### config.mk
export PLATFORM = sky130hd
export DESIGN_NAME = table_driven_keyword_lexer_flat
export DESIGN_NICKNAME = d
export VERILOG_FILES = /design/src/hw/rtl/tdkl_pkg.sv /design/src/hw/rtl/tdkl_req_if.sv /design/src/hw/rtl/tdkl_rsp_if.sv /design/src/hw/rtl/tdkl_front.sv /design/src/hw/rtl/tdkl_queue.sv /design/src/hw/rtl/tdkl_back.sv /design/src/hw/rtl/table_driven_keyword_lexer.sv /design/src/flat_wrapper.sv
export SDC_FILE = /design/constraint.sdc
export NUM_CORES = 1
export LEC_CHECK = 0
export BUFFER_PORTS_ARGS = -buffer_cell sky130_fd_sc_hd__buf_2
export CELL_PAD_IN_SITES_DETAIL_PLACEMENT = 1
export CELL_PAD_IN_SITES_GLOBAL_PLACEMENT = 2
export CORE_MARGIN = 2
export CORE_UTILIZATION = 47
export DETAILED_ROUTE_END_ITERATION = 10
export HOLD_SLACK_MARGIN = 0.1
export PLACE_DENSITY = 0.91
export RECOVER_POWER = 100
export SLEW_MARGIN = 20
export SYNTH_ARGS = -nofsm -noshare
export SYNTH_HDL_FRONTEND = slang
export SYNTH_SLANG_ARGS = --single-unit
### constraint.sdc
create_clock -name clock -period 11 [get_ports clock]
set_clock_uncertainty 0.05 [all_clocks]
set_input_delay 0.55 -clock clock [delete_from_list [all_inputs] [get_ports clock]]
set_output_delay 0.55 -clock clock [all_outputs]
set_load 0.005 [all_outputs]
### src/hw/rtl/tdkl_pkg.sv
`default_nettype none
// ----------------------------------------------------------------------------
// tdkl_pkg
// shared types, token codes, keyword tables and character classifier for the
// keyword lexer
// ----------------------------------------------------------------------------
package tdkl_pkg;

   localparam int MAX_LEXEME_DEFAULT = 32;
   localparam int QUEUE_DEPTH        = 4;
   localparam int NUM_KEYWORDS       = 4;
   localparam int KW_MAX_CHARS       = 8;

   typedef enum logic [3:0] {
      SCAN_IDLE  = 4'd0,
      SCAN_IDENT = 4'd1,
      SCAN_CONST = 4'd3,
      SCAN_COLON = 4'd11
   } scan_state_type;

   typedef enum logic [3:0] {
      KIND_ID       = 4'd0,
      KIND_INICIO   = 4'd1,
      KIND_FIN      = 4'd2,
      KIND_LEER     = 4'd3,
      KIND_ESCRIBIR = 4'd4,
      KIND_CONST    = 4'd5,
      KIND_PLUS     = 4'd6,
      KIND_MINUS    = 4'd7,
      KIND_LPAREN   = 4'd8,
      KIND_RPAREN   = 4'd9,
      KIND_COMMA    = 4'd10,
      KIND_SEMI     = 4'd11,
      KIND_ASSIGN   = 4'd12,
      KIND_END      = 4'd13,
      KIND_ERROR    = 4'd14
   } kind_type;

   typedef enum logic [2:0] {
      CC_LETTER,
      CC_DIGIT,
      CC_SPACE,
      CC_COLON,
      CC_EQUALS,
      CC_OTHER
   } char_class_type;

   localparam logic [7:0] CH_PLUS   = 8'h2B;
   localparam logic [7:0] CH_MINUS  = 8'h2D;
   localparam logic [7:0] CH_LPAREN = 8'h28;
   localparam logic [7:0] CH_RPAREN = 8'h29;
   localparam logic [7:0] CH_COMMA  = 8'h2C;
   localparam logic [7:0] CH_SEMI   = 8'h3B;
   localparam logic [7:0] CH_COLON  = 8'h3A;
   localparam logic [7:0] CH_EQUALS = 8'h3D;
   localparam logic [7:0] CH_SPACE  = 8'h20;

   // keyword spellings, zero padded
   localparam logic [7:0] KW_CHARS [NUM_KEYWORDS][KW_MAX_CHARS] = '{
      '{8'h69, 8'h6E, 8'h69, 8'h63, 8'h69, 8'h6F, 8'h00, 8'h00},
      '{8'h66, 8'h69, 8'h6E, 8'h00, 8'h00, 8'h00, 8'h00, 8'h00},
      '{8'h6C, 8'h65, 8'h65, 8'h72, 8'h00, 8'h00, 8'h00, 8'h00},
      '{8'h65, 8'h73, 8'h63, 8'h72, 8'h69, 8'h62, 8'h69, 8'h72}
   };
   localparam logic [3:0] KW_LEN [NUM_KEYWORDS] = '{4'd6, 4'd3, 4'd4, 4'd8};
   localparam kind_type KW_KIND [NUM_KEYWORDS] =
      '{KIND_INICIO, KIND_FIN, KIND_LEER, KIND_ESCRIBIR};

   typedef struct packed {
      kind_type    kind;
      logic [31:0] start;
      logic [5:0]  length;
      logic        overflow;
      logic        last;
   } tok_type;

   // up to two tokens written into the queue in one cycle
   typedef struct packed {
      logic [1:0] count;
      tok_type    tok0;
      tok_type    tok1;
   } push_type;

   typedef struct packed {
      logic    valid;
      tok_type tok;
   } head_type;

   function automatic char_class_type classify(input logic [7:0] c);
      char_class_type cls;
      if (c inside {[8'h41:8'h5A], [8'h61:8'h7A]}) begin
         cls = CC_LETTER;
      end else if (c inside {[8'h30:8'h39]}) begin
         cls = CC_DIGIT;
      end else if (c inside {[8'h09:8'h0D], CH_SPACE}) begin
         cls = CC_SPACE;
      end else if (c == CH_COLON) begin
         cls = CC_COLON;
      end else if (c == CH_EQUALS) begin
         cls = CC_EQUALS;
      end else begin
         cls = CC_OTHER;
      end
      return cls;
   endfunction

   // single character tokens; anything else is an error token
   function automatic kind_type punct_kind(input logic [7:0] c);
      kind_type k;
      case (c)
         CH_PLUS:   k = KIND_PLUS;
         CH_MINUS:  k = KIND_MINUS;
         CH_LPAREN: k = KIND_LPAREN;
         CH_RPAREN: k = KIND_RPAREN;
         CH_COMMA:  k = KIND_COMMA;
         CH_SEMI:   k = KIND_SEMI;
         default:   k = KIND_ERROR;
      endcase
      return k;
   endfunction

endpackage
`default_nettype wire

### src/hw/rtl/tdkl_req_if.sv
`default_nettype none
// ----------------------------------------------------------------------------
// tdkl_req_if
// request channel: one character or an end-of-text mark
// ----------------------------------------------------------------------------
interface tdkl_req_if;
   logic       valid;
   logic       ready;
   logic [7:0] char_code;
   logic       end_of_text;

   modport source (output valid, output char_code, output end_of_text, input ready);
   modport sink (input valid, input char_code, input end_of_text, output ready);
endinterface
`default_nettype wire

### src/hw/rtl/tdkl_rsp_if.sv
`default_nettype none
// ----------------------------------------------------------------------------
// tdkl_rsp_if
// response channel: one token per transfer
// ----------------------------------------------------------------------------
interface tdkl_rsp_if;
   logic        valid;
   logic        ready;
   logic [3:0]  token_kind;
   logic [31:0] lexeme_start;
   logic [5:0]  lexeme_length;
   logic        overflow;
   logic        last;

   modport source (output valid, output token_kind, output lexeme_start,
                   output lexeme_length, output overflow, output last, input ready);
   modport sink (input valid, input token_kind, input lexeme_start,
                 input lexeme_length, input overflow, input last, output ready);
endinterface
`default_nettype wire

### src/hw/rtl/tdkl_front.sv
`default_nettype none
// ----------------------------------------------------------------------------
// tdkl_front
// scanner automaton: classifies each character, tracks the pending lexeme and
// its keyword matches, and pushes zero, one or two tokens per request
// ----------------------------------------------------------------------------
module tdkl_front #(
   parameter int MAX_LEXEME = tdkl_pkg::MAX_LEXEME_DEFAULT
) (
   input  wire                 clock,
   input  wire                 reset,
   tdkl_req_if.sink            req_chan,
   input  wire                 q_room,
   output tdkl_pkg::push_type  push
);

   localparam int CW = $clog2(MAX_LEXEME + 1);

   tdkl_pkg::scan_state_type state_ff, state_in;
   logic [CW-1:0]  count_ff, count_in;
   logic           over_ff, over_in;
   logic [31:0]    start_ff, start_in;
   logic [31:0]    pos_ff, pos_in;
   logic [tdkl_pkg::NUM_KEYWORDS-1:0] kw_ok_ff, kw_ok_in;

   logic                     accept;
   logic [7:0]               c;
   tdkl_pkg::char_class_type cls;
   tdkl_pkg::kind_type       id_kind;
   logic                     flush_v, sec_v, rescan, append;
   tdkl_pkg::tok_type        flush_tok, sec_tok;

   assign req_chan.ready = q_room;
   assign accept         = req_chan.valid && req_chan.ready;
   assign c              = req_chan.char_code;
   assign cls            = tdkl_pkg::classify(c);

   // keyword lookup on the pending identifier, first match wins
   always_comb begin
      id_kind = tdkl_pkg::KIND_ID;
      for (int k = tdkl_pkg::NUM_KEYWORDS - 1; k >= 0; k--) begin
         if (kw_ok_ff[k] && !over_ff && count_ff == CW'(tdkl_pkg::KW_LEN[k])) begin
            id_kind = tdkl_pkg::KW_KIND[k];
         end
      end
   end

   always_comb begin
      state_in = state_ff;
      count_in = count_ff;
      over_in  = over_ff;
      start_in = start_ff;
      pos_in   = pos_ff;
      kw_ok_in = kw_ok_ff;
      flush_v  = 1'b0;
      sec_v    = 1'b0;
      rescan   = 1'b0;
      append   = 1'b0;

      flush_tok.kind     = tdkl_pkg::KIND_ERROR;
      flush_tok.start    = start_ff;
      flush_tok.length   = 6'(count_ff);
      flush_tok.overflow = over_ff;
      flush_tok.last     = 1'b0;
      case (state_ff)
         tdkl_pkg::SCAN_IDENT: flush_tok.kind = id_kind;
         tdkl_pkg::SCAN_CONST: flush_tok.kind = tdkl_pkg::KIND_CONST;
         default:              flush_tok.kind = tdkl_pkg::KIND_ERROR;
      endcase

      sec_tok.kind     = tdkl_pkg::punct_kind(c);
      sec_tok.start    = pos_ff;
      sec_tok.length   = 6'd1;
      sec_tok.overflow = 1'b0;
      sec_tok.last     = 1'b0;

      if (accept) begin
         if (req_chan.end_of_text) begin
            flush_v        = (state_ff != tdkl_pkg::SCAN_IDLE);
            sec_v          = 1'b1;
            sec_tok.kind   = tdkl_pkg::KIND_END;
            sec_tok.length = 6'd0;
            state_in       = tdkl_pkg::SCAN_IDLE;
            count_in       = '0;
            over_in        = 1'b0;
         end else begin
            pos_in = pos_ff + 32'd1;
            case (state_ff)
               tdkl_pkg::SCAN_IDENT: begin
                  if (cls == tdkl_pkg::CC_LETTER || cls == tdkl_pkg::CC_DIGIT) begin
                     append = 1'b1;
                  end else begin
                     flush_v = 1'b1;
                     rescan  = 1'b1;
                  end
               end
               tdkl_pkg::SCAN_CONST: begin
                  if (cls == tdkl_pkg::CC_DIGIT) begin
                     append = 1'b1;
                  end else begin
                     flush_v = 1'b1;
                     rescan  = 1'b1;
                  end
               end
               tdkl_pkg::SCAN_COLON: begin
                  if (cls == tdkl_pkg::CC_EQUALS) begin
                     sec_v          = 1'b1;
                     sec_tok.kind   = tdkl_pkg::KIND_ASSIGN;
                     sec_tok.start  = start_ff;
                     sec_tok.length = 6'd2;
                     state_in       = tdkl_pkg::SCAN_IDLE;
                     count_in       = '0;
                     over_in        = 1'b0;
                  end else begin
                     flush_v = 1'b1;
                     rescan  = 1'b1;
                  end
               end
               default: rescan = 1'b1;
            endcase

            if (append) begin
               if (count_ff < CW'(MAX_LEXEME)) begin
                  count_in = count_ff + CW'(1);
                  for (int k = 0; k < tdkl_pkg::NUM_KEYWORDS; k++) begin
                     kw_ok_in[k] = kw_ok_ff[k]
                        && (count_ff < CW'(tdkl_pkg::KW_LEN[k]))
                        && (c == tdkl_pkg::KW_CHARS[k][count_ff[2:0]]);
                  end
               end else begin
                  over_in = 1'b1;
               end
            end

            if (rescan) begin
               state_in = tdkl_pkg::SCAN_IDLE;
               count_in = '0;
               over_in  = 1'b0;
               case (cls)
                  tdkl_pkg::CC_LETTER, tdkl_pkg::CC_DIGIT, tdkl_pkg::CC_COLON: begin
                     start_in = pos_ff;
                     count_in = CW'(1);
                     for (int k = 0; k < tdkl_pkg::NUM_KEYWORDS; k++) begin
                        kw_ok_in[k] = (c == tdkl_pkg::KW_CHARS[k][0]);
                     end
                     if (cls == tdkl_pkg::CC_LETTER) begin
                        state_in = tdkl_pkg::SCAN_IDENT;
                     end else if (cls == tdkl_pkg::CC_DIGIT) begin
                        state_in = tdkl_pkg::SCAN_CONST;
                     end else begin
                        state_in = tdkl_pkg::SCAN_COLON;
                     end
                  end
                  tdkl_pkg::CC_SPACE: ;
                  default: sec_v = 1'b1;
               endcase
            end
         end
      end

      // pack tokens in emit order, mark the final one
      push.count     = {1'b0, flush_v} + {1'b0, sec_v};
      push.tok0      = flush_v ? flush_tok : sec_tok;
      push.tok0.last = !(flush_v && sec_v);
      push.tok1      = sec_tok;
      push.tok1.last = 1'b1;
   end

   always_ff @(posedge clock) begin
      if (reset) begin
         state_ff <= tdkl_pkg::SCAN_IDLE;
         count_ff <= '0;
         over_ff  <= 1'b0;
         start_ff <= '0;
         pos_ff   <= '0;
         kw_ok_ff <= '0;
      end else begin
         state_ff <= state_in;
         count_ff <= count_in;
         over_ff  <= over_in;
         start_ff <= start_in;
         pos_ff   <= pos_in;
         kw_ok_ff <= kw_ok_in;
      end
   end

endmodule
`default_nettype wire

### src/hw/rtl/tdkl_queue.sv
`default_nettype none
// ----------------------------------------------------------------------------
// tdkl_queue
// short token queue between scanner and output stage, two writes and one
// read per cycle
// ----------------------------------------------------------------------------
module tdkl_queue (
   input  wire                 clock,
   input  wire                 reset,
   input  tdkl_pkg::push_type  push,
   input  wire                 pop,
   output tdkl_pkg::head_type  head,
   output logic                q_room
);

   localparam int QD   = tdkl_pkg::QUEUE_DEPTH;
   localparam int AW   = $clog2(QD);
   localparam int CNTW = $clog2(QD + 1);

   tdkl_pkg::tok_type mem_ff [QD];
   logic [AW-1:0]   wr_ptr_ff, wr_ptr_in;
   logic [AW-1:0]   rd_ptr_ff, rd_ptr_in;
   logic [CNTW-1:0] count_ff, count_in;
   logic [AW-1:0]   wr_ptr_next;

   assign wr_ptr_next = wr_ptr_ff + AW'(1);
   assign wr_ptr_in   = wr_ptr_ff + AW'(push.count);
   assign rd_ptr_in   = rd_ptr_ff + AW'(pop);
   assign count_in    = count_ff + CNTW'(push.count) - CNTW'(pop);

   assign head.valid = (count_ff != '0);
   assign head.tok   = mem_ff[rd_ptr_ff];
   assign q_room     = (count_ff <= CNTW'(QD - 2));

   always_ff @(posedge clock) begin
      if (push.count != 2'd0) begin
         mem_ff[wr_ptr_ff] <= push.tok0;
      end
      if (push.count == 2'd2) begin
         mem_ff[wr_ptr_next] <= push.tok1;
      end
   end

   always_ff @(posedge clock) begin
      if (reset) begin
         wr_ptr_ff <= '0;
         rd_ptr_ff <= '0;
         count_ff  <= '0;
      end else begin
         wr_ptr_ff <= wr_ptr_in;
         rd_ptr_ff <= rd_ptr_in;
         count_ff  <= count_in;
      end
   end

   a_count_bound: assert property (@(posedge clock) disable iff (reset)
      count_ff <= CNTW'(QD))
      else $error("token queue count beyond depth");

   a_no_underflow: assert property (@(posedge clock) disable iff (reset)
      pop |-> count_ff != '0)
      else $error("token queue read while empty");

   a_no_overflow: assert property (@(posedge clock) disable iff (reset)
      (push.count != 2'd0) |-> (CNTW'(push.count) <= CNTW'(QD) - count_ff))
      else $error("token queue written beyond free space");

endmodule
`default_nettype wire

### src/hw/rtl/tdkl_back.sv
`default_nettype none
// ----------------------------------------------------------------------------
// tdkl_back
// output stage: takes tokens from the queue and holds them on the response
// channel until taken
// ----------------------------------------------------------------------------
module tdkl_back (
   input  wire                 clock,
   input  wire                 reset,
   input  tdkl_pkg::head_type  head,
   output logic                pop,
   tdkl_rsp_if.source          rsp_chan
);

   logic              valid_ff, valid_in;
   tdkl_pkg::tok_type tok_ff;

   assign pop      = head.valid && (!valid_ff || rsp_chan.ready);
   assign valid_in = pop || (valid_ff && !rsp_chan.ready);

   always_ff @(posedge clock) begin
      if (reset) begin
         valid_ff <= 1'b0;
      end else begin
         valid_ff <= valid_in;
      end
   end

   always_ff @(posedge clock) begin
      if (pop) begin
         tok_ff <= head.tok;
      end
   end

   assign rsp_chan.valid         = valid_ff;
   assign rsp_chan.token_kind    = tok_ff.kind;
   assign rsp_chan.lexeme_start  = tok_ff.start;
   assign rsp_chan.lexeme_length = tok_ff.length;
   assign rsp_chan.overflow      = tok_ff.overflow;
   assign rsp_chan.last          = tok_ff.last;

endmodule
`default_nettype wire

### src/hw/rtl/table_driven_keyword_lexer.sv
`default_nettype none
// ----------------------------------------------------------------------------
// table_driven_keyword_lexer
// character-at-a-time lexer with keyword lookup, four-token queue and
// registered token output
// ----------------------------------------------------------------------------
//
//  channel   dir  handshake          payload
//  --------  ---  -----------------  ------------------------------------------
//  req_chan  in   valid/ready        char_code[7:0], end_of_text
//  rsp_chan  out  valid/ready        token_kind[3:0], lexeme_start[31:0],
//                                    lexeme_length[5:0], overflow, last
//
//  a request is taken every cycle while the token queue has room for two
//  tokens; scanning and keyword compare finish in the accepting cycle
//  a request makes zero, one or two tokens; the output stage sends one token
//  per cycle while rsp_chan.ready is high, so two-token requests fill the queue
//  a token passes the queue and the output register before rsp_chan shows it
//  synchronous reset returns the scanner to idle, position zero, queue empty
//  a stalled response fills the queue, then req_chan.ready drops
//
module table_driven_keyword_lexer #(
   parameter int MAX_LEXEME = tdkl_pkg::MAX_LEXEME_DEFAULT
) (
   input  wire         clock,
   input  wire         reset,
   tdkl_req_if.sink    req_chan,
   tdkl_rsp_if.source  rsp_chan
);

   // scanner to queue
   tdkl_pkg::push_type push;
   logic               q_room;

   // queue to output stage
   tdkl_pkg::head_type head;
   logic               pop;

   // front: automaton, lexeme length and keyword match tracking
   tdkl_front #(
      .MAX_LEXEME (MAX_LEXEME)
   ) u_front (
      .clock    (clock),
      .reset    (reset),
      .req_chan (req_chan),
      .q_room   (q_room),
      .push     (push)
   );

   // decoupling queue, absorbs the second token of a request
   tdkl_queue u_queue (
      .clock  (clock),
      .reset  (reset),
      .push   (push),
      .pop    (pop),
      .head   (head),
      .q_room (q_room)
   );

   // back: registered response stage
   tdkl_back u_back (
      .clock    (clock),
      .reset    (reset),
      .head     (head),
      .pop      (pop),
      .rsp_chan (rsp_chan)
   );

endmodule
`default_nettype wire
### src/flat_wrapper.sv
// flat-port wrapper written by rule: the top's interface ports become plain ports
module table_driven_keyword_lexer_flat 
#(
   parameter int MAX_LEXEME = tdkl_pkg::MAX_LEXEME_DEFAULT
)
  (clock, reset, req_chan_valid, req_chan_char_code, req_chan_end_of_text, req_chan_ready, rsp_chan_valid, rsp_chan_token_kind, rsp_chan_lexeme_start, rsp_chan_lexeme_length, rsp_chan_overflow, rsp_chan_last, rsp_chan_ready);
  tdkl_req_if req_chan_i ();
  tdkl_rsp_if rsp_chan_i ();
  input  wire clock;
  input  wire reset;
  input wire logic [$bits(req_chan_i.valid)-1:0] req_chan_valid;
  input wire logic [$bits(req_chan_i.char_code)-1:0] req_chan_char_code;
  input wire logic [$bits(req_chan_i.end_of_text)-1:0] req_chan_end_of_text;
  output wire logic [$bits(req_chan_i.ready)-1:0] req_chan_ready;
  output wire logic [$bits(rsp_chan_i.valid)-1:0] rsp_chan_valid;
  output wire logic [$bits(rsp_chan_i.token_kind)-1:0] rsp_chan_token_kind;
  output wire logic [$bits(rsp_chan_i.lexeme_start)-1:0] rsp_chan_lexeme_start;
  output wire logic [$bits(rsp_chan_i.lexeme_length)-1:0] rsp_chan_lexeme_length;
  output wire logic [$bits(rsp_chan_i.overflow)-1:0] rsp_chan_overflow;
  output wire logic [$bits(rsp_chan_i.last)-1:0] rsp_chan_last;
  input wire logic [$bits(rsp_chan_i.ready)-1:0] rsp_chan_ready;
  assign req_chan_i.valid = req_chan_valid;
  assign req_chan_i.char_code = req_chan_char_code;
  assign req_chan_i.end_of_text = req_chan_end_of_text;
  assign req_chan_ready = req_chan_i.ready;
  assign rsp_chan_valid = rsp_chan_i.valid;
  assign rsp_chan_token_kind = rsp_chan_i.token_kind;
  assign rsp_chan_lexeme_start = rsp_chan_i.lexeme_start;
  assign rsp_chan_lexeme_length = rsp_chan_i.lexeme_length;
  assign rsp_chan_overflow = rsp_chan_i.overflow;
  assign rsp_chan_last = rsp_chan_i.last;
  assign rsp_chan_i.ready = rsp_chan_ready;
  table_driven_keyword_lexer #(.MAX_LEXEME(MAX_LEXEME)) u_core (.clock(clock), .reset(reset), .req_chan(req_chan_i), .rsp_chan(rsp_chan_i));
endmodule
==> flow_metrics.env <==
export IMPL_yosysWarnings=0
export IMPL_synthAdderAreaFrac_pct=1.44
export IMPL_die_w_um=179
export IMPL_portBuffers=58
export IMPL_synthXorXnorAreaFrac_pct=2.67
export IMPL_synthMuxAreaShare_pct=9.41
export IMPL_antenna_left=0
export IMPL_synth_edf_count=196
export IMPL_ctsRootBufferMaster="clkbuf_16"
export IMPL_rows=64
export IMPL_cp_start_kind="flop"
export IMPL_synth_area_per_cell_sq_um=12.7
export IMPL_dieArea_sq_um=32100
export IMPL_cp_slowest_stage_delay_ns=1.98
export IMPL_start_util_pct=47.5
export IMPL_hold_buffers=0
export IMPL_fin_crit_sh_pct=60.9
export IMPL_slew_viol_final=471
export IMPL_fin_tns_setup_ns=0
export IMPL_gp_congestion=0.893
export IMPL_dr_pass1_iters=5
export IMPL_hold_viol=0
export IMPL_drc=0
export IMPL_routedWlPerCell_um=24.4
export IMPL_post_cts_setup_buffers=0
export IMPL_grt_usage_pct=24.1
export IMPL_critPathMaxFanout=38
export IMPL_overflow=0
export IMPL_timing_max_cap_violations=11
export IMPL_worst_pin_slew_ns=4.36
export IMPL_syn_area_sq_um=14400
export IMPL_ys_ff_latch=306
export IMPL_die_h_um=179
export IMPL_clkTransAtPathRegs_ns=0.06
export IMPL_worst_setup_path_end_kind="flop"
export IMPL_synthCells=1132
export IMPL_synth_compound_area_share_pct=16.1
export IMPL_routed_wl_um=38100
export IMPL_viasPerCell=6.26
export IMPL_cp_cell_sequence="a21o_1 -> inv_1 -> nand2_1 -> a21oi_1 -> nor2_1 -> inv_1 -> ha_1 -> inv_1 -> nor3b_1 -> nor2_1 -> inv_1 -> clkbuf_1"
export IMPL_crit_path_top_delay_cell="clkbuf_1"
export IMPL_finalNonFillerCells=1561
export IMPL_core_area_sq_um=30300
export IMPL_grt_setup_unrepaired="no"
export IMPL_antenna_found_initial=0
export IMPL_clock_sinks=306
export IMPL_h_tree_depth=2
export IMPL_period_needed_ns=6.70
export IMPL_cts_tree="built"
export IMPL_critPathBufInv=5
export IMPL_cts_resized=0
export IMPL_nNetsFinal=1168
export IMPL_clk_path_buf_depth=3
export IMPL_place_ws_ns=5.72
export IMPL_grt_max_degree=88
export IMPL_synthArstFlopShare_pct=0
export IMPL_powerDensity_nw_per_um2=216
export IMPL_total_power_mw=3.43
export IMPL_seq_area_frac_synth_pct=56.1
export IMPL_cpMostUsedCell="inv_1"
export IMPL_io_pins=59
export IMPL_crit_family="buffers and inverters"
export IMPL_violations="capacitance limit, slew limit"
export IMPL_grt_pass1_vias=10200
export IMPL_p_leak_nw=5.37
export IMPL_cts_made_buffers=34
export IMPL_critPathKind="reg2reg"
export IMPL_fin_ws_ns=4.30
export IMPL_area_growth_pct=9.94
export IMPL_status="finished with violations"
export IMPL_placed_cells=1499
export IMPL_setup_violations=0
export IMPL_required_ns=11.02
export IMPL_insertedDiodeCount=0
export IMPL_initialDrtViolationCount=818
export IMPL_via_count=9771
export IMPL_ys_dominant_reg_cell="edfxtp_1"
export IMPL_slew_headroom_pct=-191
export IMPL_ir_worst_vdd_v=0.000222
export IMPL_synth_nets=1161
export IMPL_place_hpwl_um=22800
export IMPL_insertion_delay_ns=0.52
export IMPL_worst_hold_slack_ns=0.284
export IMPL_critical_path_arrival_ns=6.72
export IMPL_synth_top_family_by_area="compound AO/OA/AOI/OAI gates"
export IMPL_grt_pass1_wl_um=58800
export IMPL_synthSimpleGateAreaFrac_pct=9.97
export IMPL_timing_fmax_mhz=149
export IMPL_drive_above_1_share_pct=13.4
export IMPL_min_path_type="in2reg"
export IMPL_yosysUniqueCellTypes=89
[Yosys cell counts (6+ instances only)]
cell      count  area share (%)
inv_1        21            0.55
buf_6        15             1.2
buf_1        12            0.31
a31oi_1       6            0.26
nand2_1      49             1.3
a32o_1       12            0.83
buf_2        25            0.87
or3_1         6            0.26
ha_1         15             1.3
dfxtp_1     110              15
nand4_1      14            0.61
xor2_1       25             1.5
o22ai_1       8            0.35
o21ai_0      18            0.63
a21oi_1      26            0.90
edfxtp_1    196              41
nor3_1       12            0.42
and3_1       12            0.52
nor2b_1       9            0.39
a22o_1      140             8.5
nor3b_1       7            0.36
clkbuf_1     47             1.2
mux4_2       44             6.9
nand3_1      29             1.0
xnor2_1      19             1.2
mux2i_1      33             2.3
nor2_1      107             2.8
a22oi_1       8            0.42
[metal layers]
| layer | GRT usage [%] | part of all wire, % |
|---|---|---|
| met1 | 31.1 | 42 |
| met2 | 41.3 | 50 |
| met3 | 3.54 | 5.3 |
| met4 | 8.74 | 2.9 |
| met5 | 0 | 0 |
[through the flow]
| stage | area (sq um) | utilization (%) |
|---|---|---|
| floorplan | 14400 | - |
| global placement | 14800 | 48.7 |
| detailed placement | 14800 | 48.8 |
| CTS | 16000 | 52.6 |
| global route | 15800 | 52.2 |
| finish | 15800 | 52.2 |
[cells by family after synthesis]
logic type | Yosys count
flops | 306
xor+xnor | 44
fa+ha+maj | 16
compound gates | 279
buf+inv | 123
simple gates | 284
mux | 80
[flip-flops by register name, indices dropped and copies added, names as in the netlist, 2 cells and up]
name,flops
u_core.u_back.rsp_chan.token_kind,4
u_core.u_back.rsp_chan.lexeme_start,32
u_core.u_front.pos_ff,32
u_core.u_front.state_ff,3
u_core.u_queue.mem_ff,176
u_core.u_queue.wr_ptr_ff,2
u_core.u_queue.rd_ptr_ff,2
u_core.u_front.kw_ok_ff,4
u_core.u_front.start_ff,32
u_core.u_front.count_ff,6
u_core.u_back.rsp_chan.lexeme_length,6
u_core.u_queue.count_ff,3
[worst min-delay path: stages]
cell	delay (ns)
buf_2	0.08
inv_1	0.06
nand2_1	0.07
a21oi_1	0.05
[area by class of cell]
cell class | count | area (sq um)
Clock buffer | 43 | 946
Clock inverter | 19 | 196
Timing Repair Buffer | 72 | 342
Inverter | 22 | 82.6
Multi-Input combinational cell | 703 | 5690
Sequential cell | 306 | 8090
Fill cell | 3025 | 14500
Tap cell | 396 | 495
[worst paths after layout]
path / startpoint / slack [ns] / endpoint / depth (start not counted)
setup reg to reg: u_core.u_queue.count_ff[0] / 4.30 / u_core.u_queue.mem_ff[2][43] / 12
setup / recovery: u_core.u_queue.count_ff[0] / 4.30 / u_core.u_queue.mem_ff[2][43] / 12
hold / removal: rsp_chan_ready / 0.28 / u_core.u_back.rsp_chan.valid / 4
hold reg to reg: u_core.u_queue.mem_ff[3][1] / 0.43 / u_core.u_queue.mem_ff[3][1] / 1
[cell usage in the layout, fill, tap and decap left out, drive strengths merged, types with 15 or more instances in the layout]
cell | synthesis | layout
edfxtp | 196 | 196
a22o | 140 | 140
nor2 | 110 | 110
dfxtp | 110 | 110
clkbuf | 47 | 87
nand2 | 49 | 49
mux4 | 44 | 44
mux2i | 33 | 33
nand3 | 29 | 29
a21oi | 28 | 28
buf | 54 | 28
xor2 | 25 | 25
inv | 22 | 22
o21ai | 20 | 20
xnor2 | 19 | 19
ha | 15 | 15
nor3 | 15 | 15
clkinv | 0 | 15
[power breakdown]
group / switching, mW / internal (mW) / leakage (nW)
sequential: 0.103 / 1.49 / 2.85
clock: 0.470 / 0.685 / 0.567
combinational: 0.425 / 0.254 / 1.95
total: 0.998 / 2.43 / 5.37
Note: power is estimated with default switching activity, not from simulation.
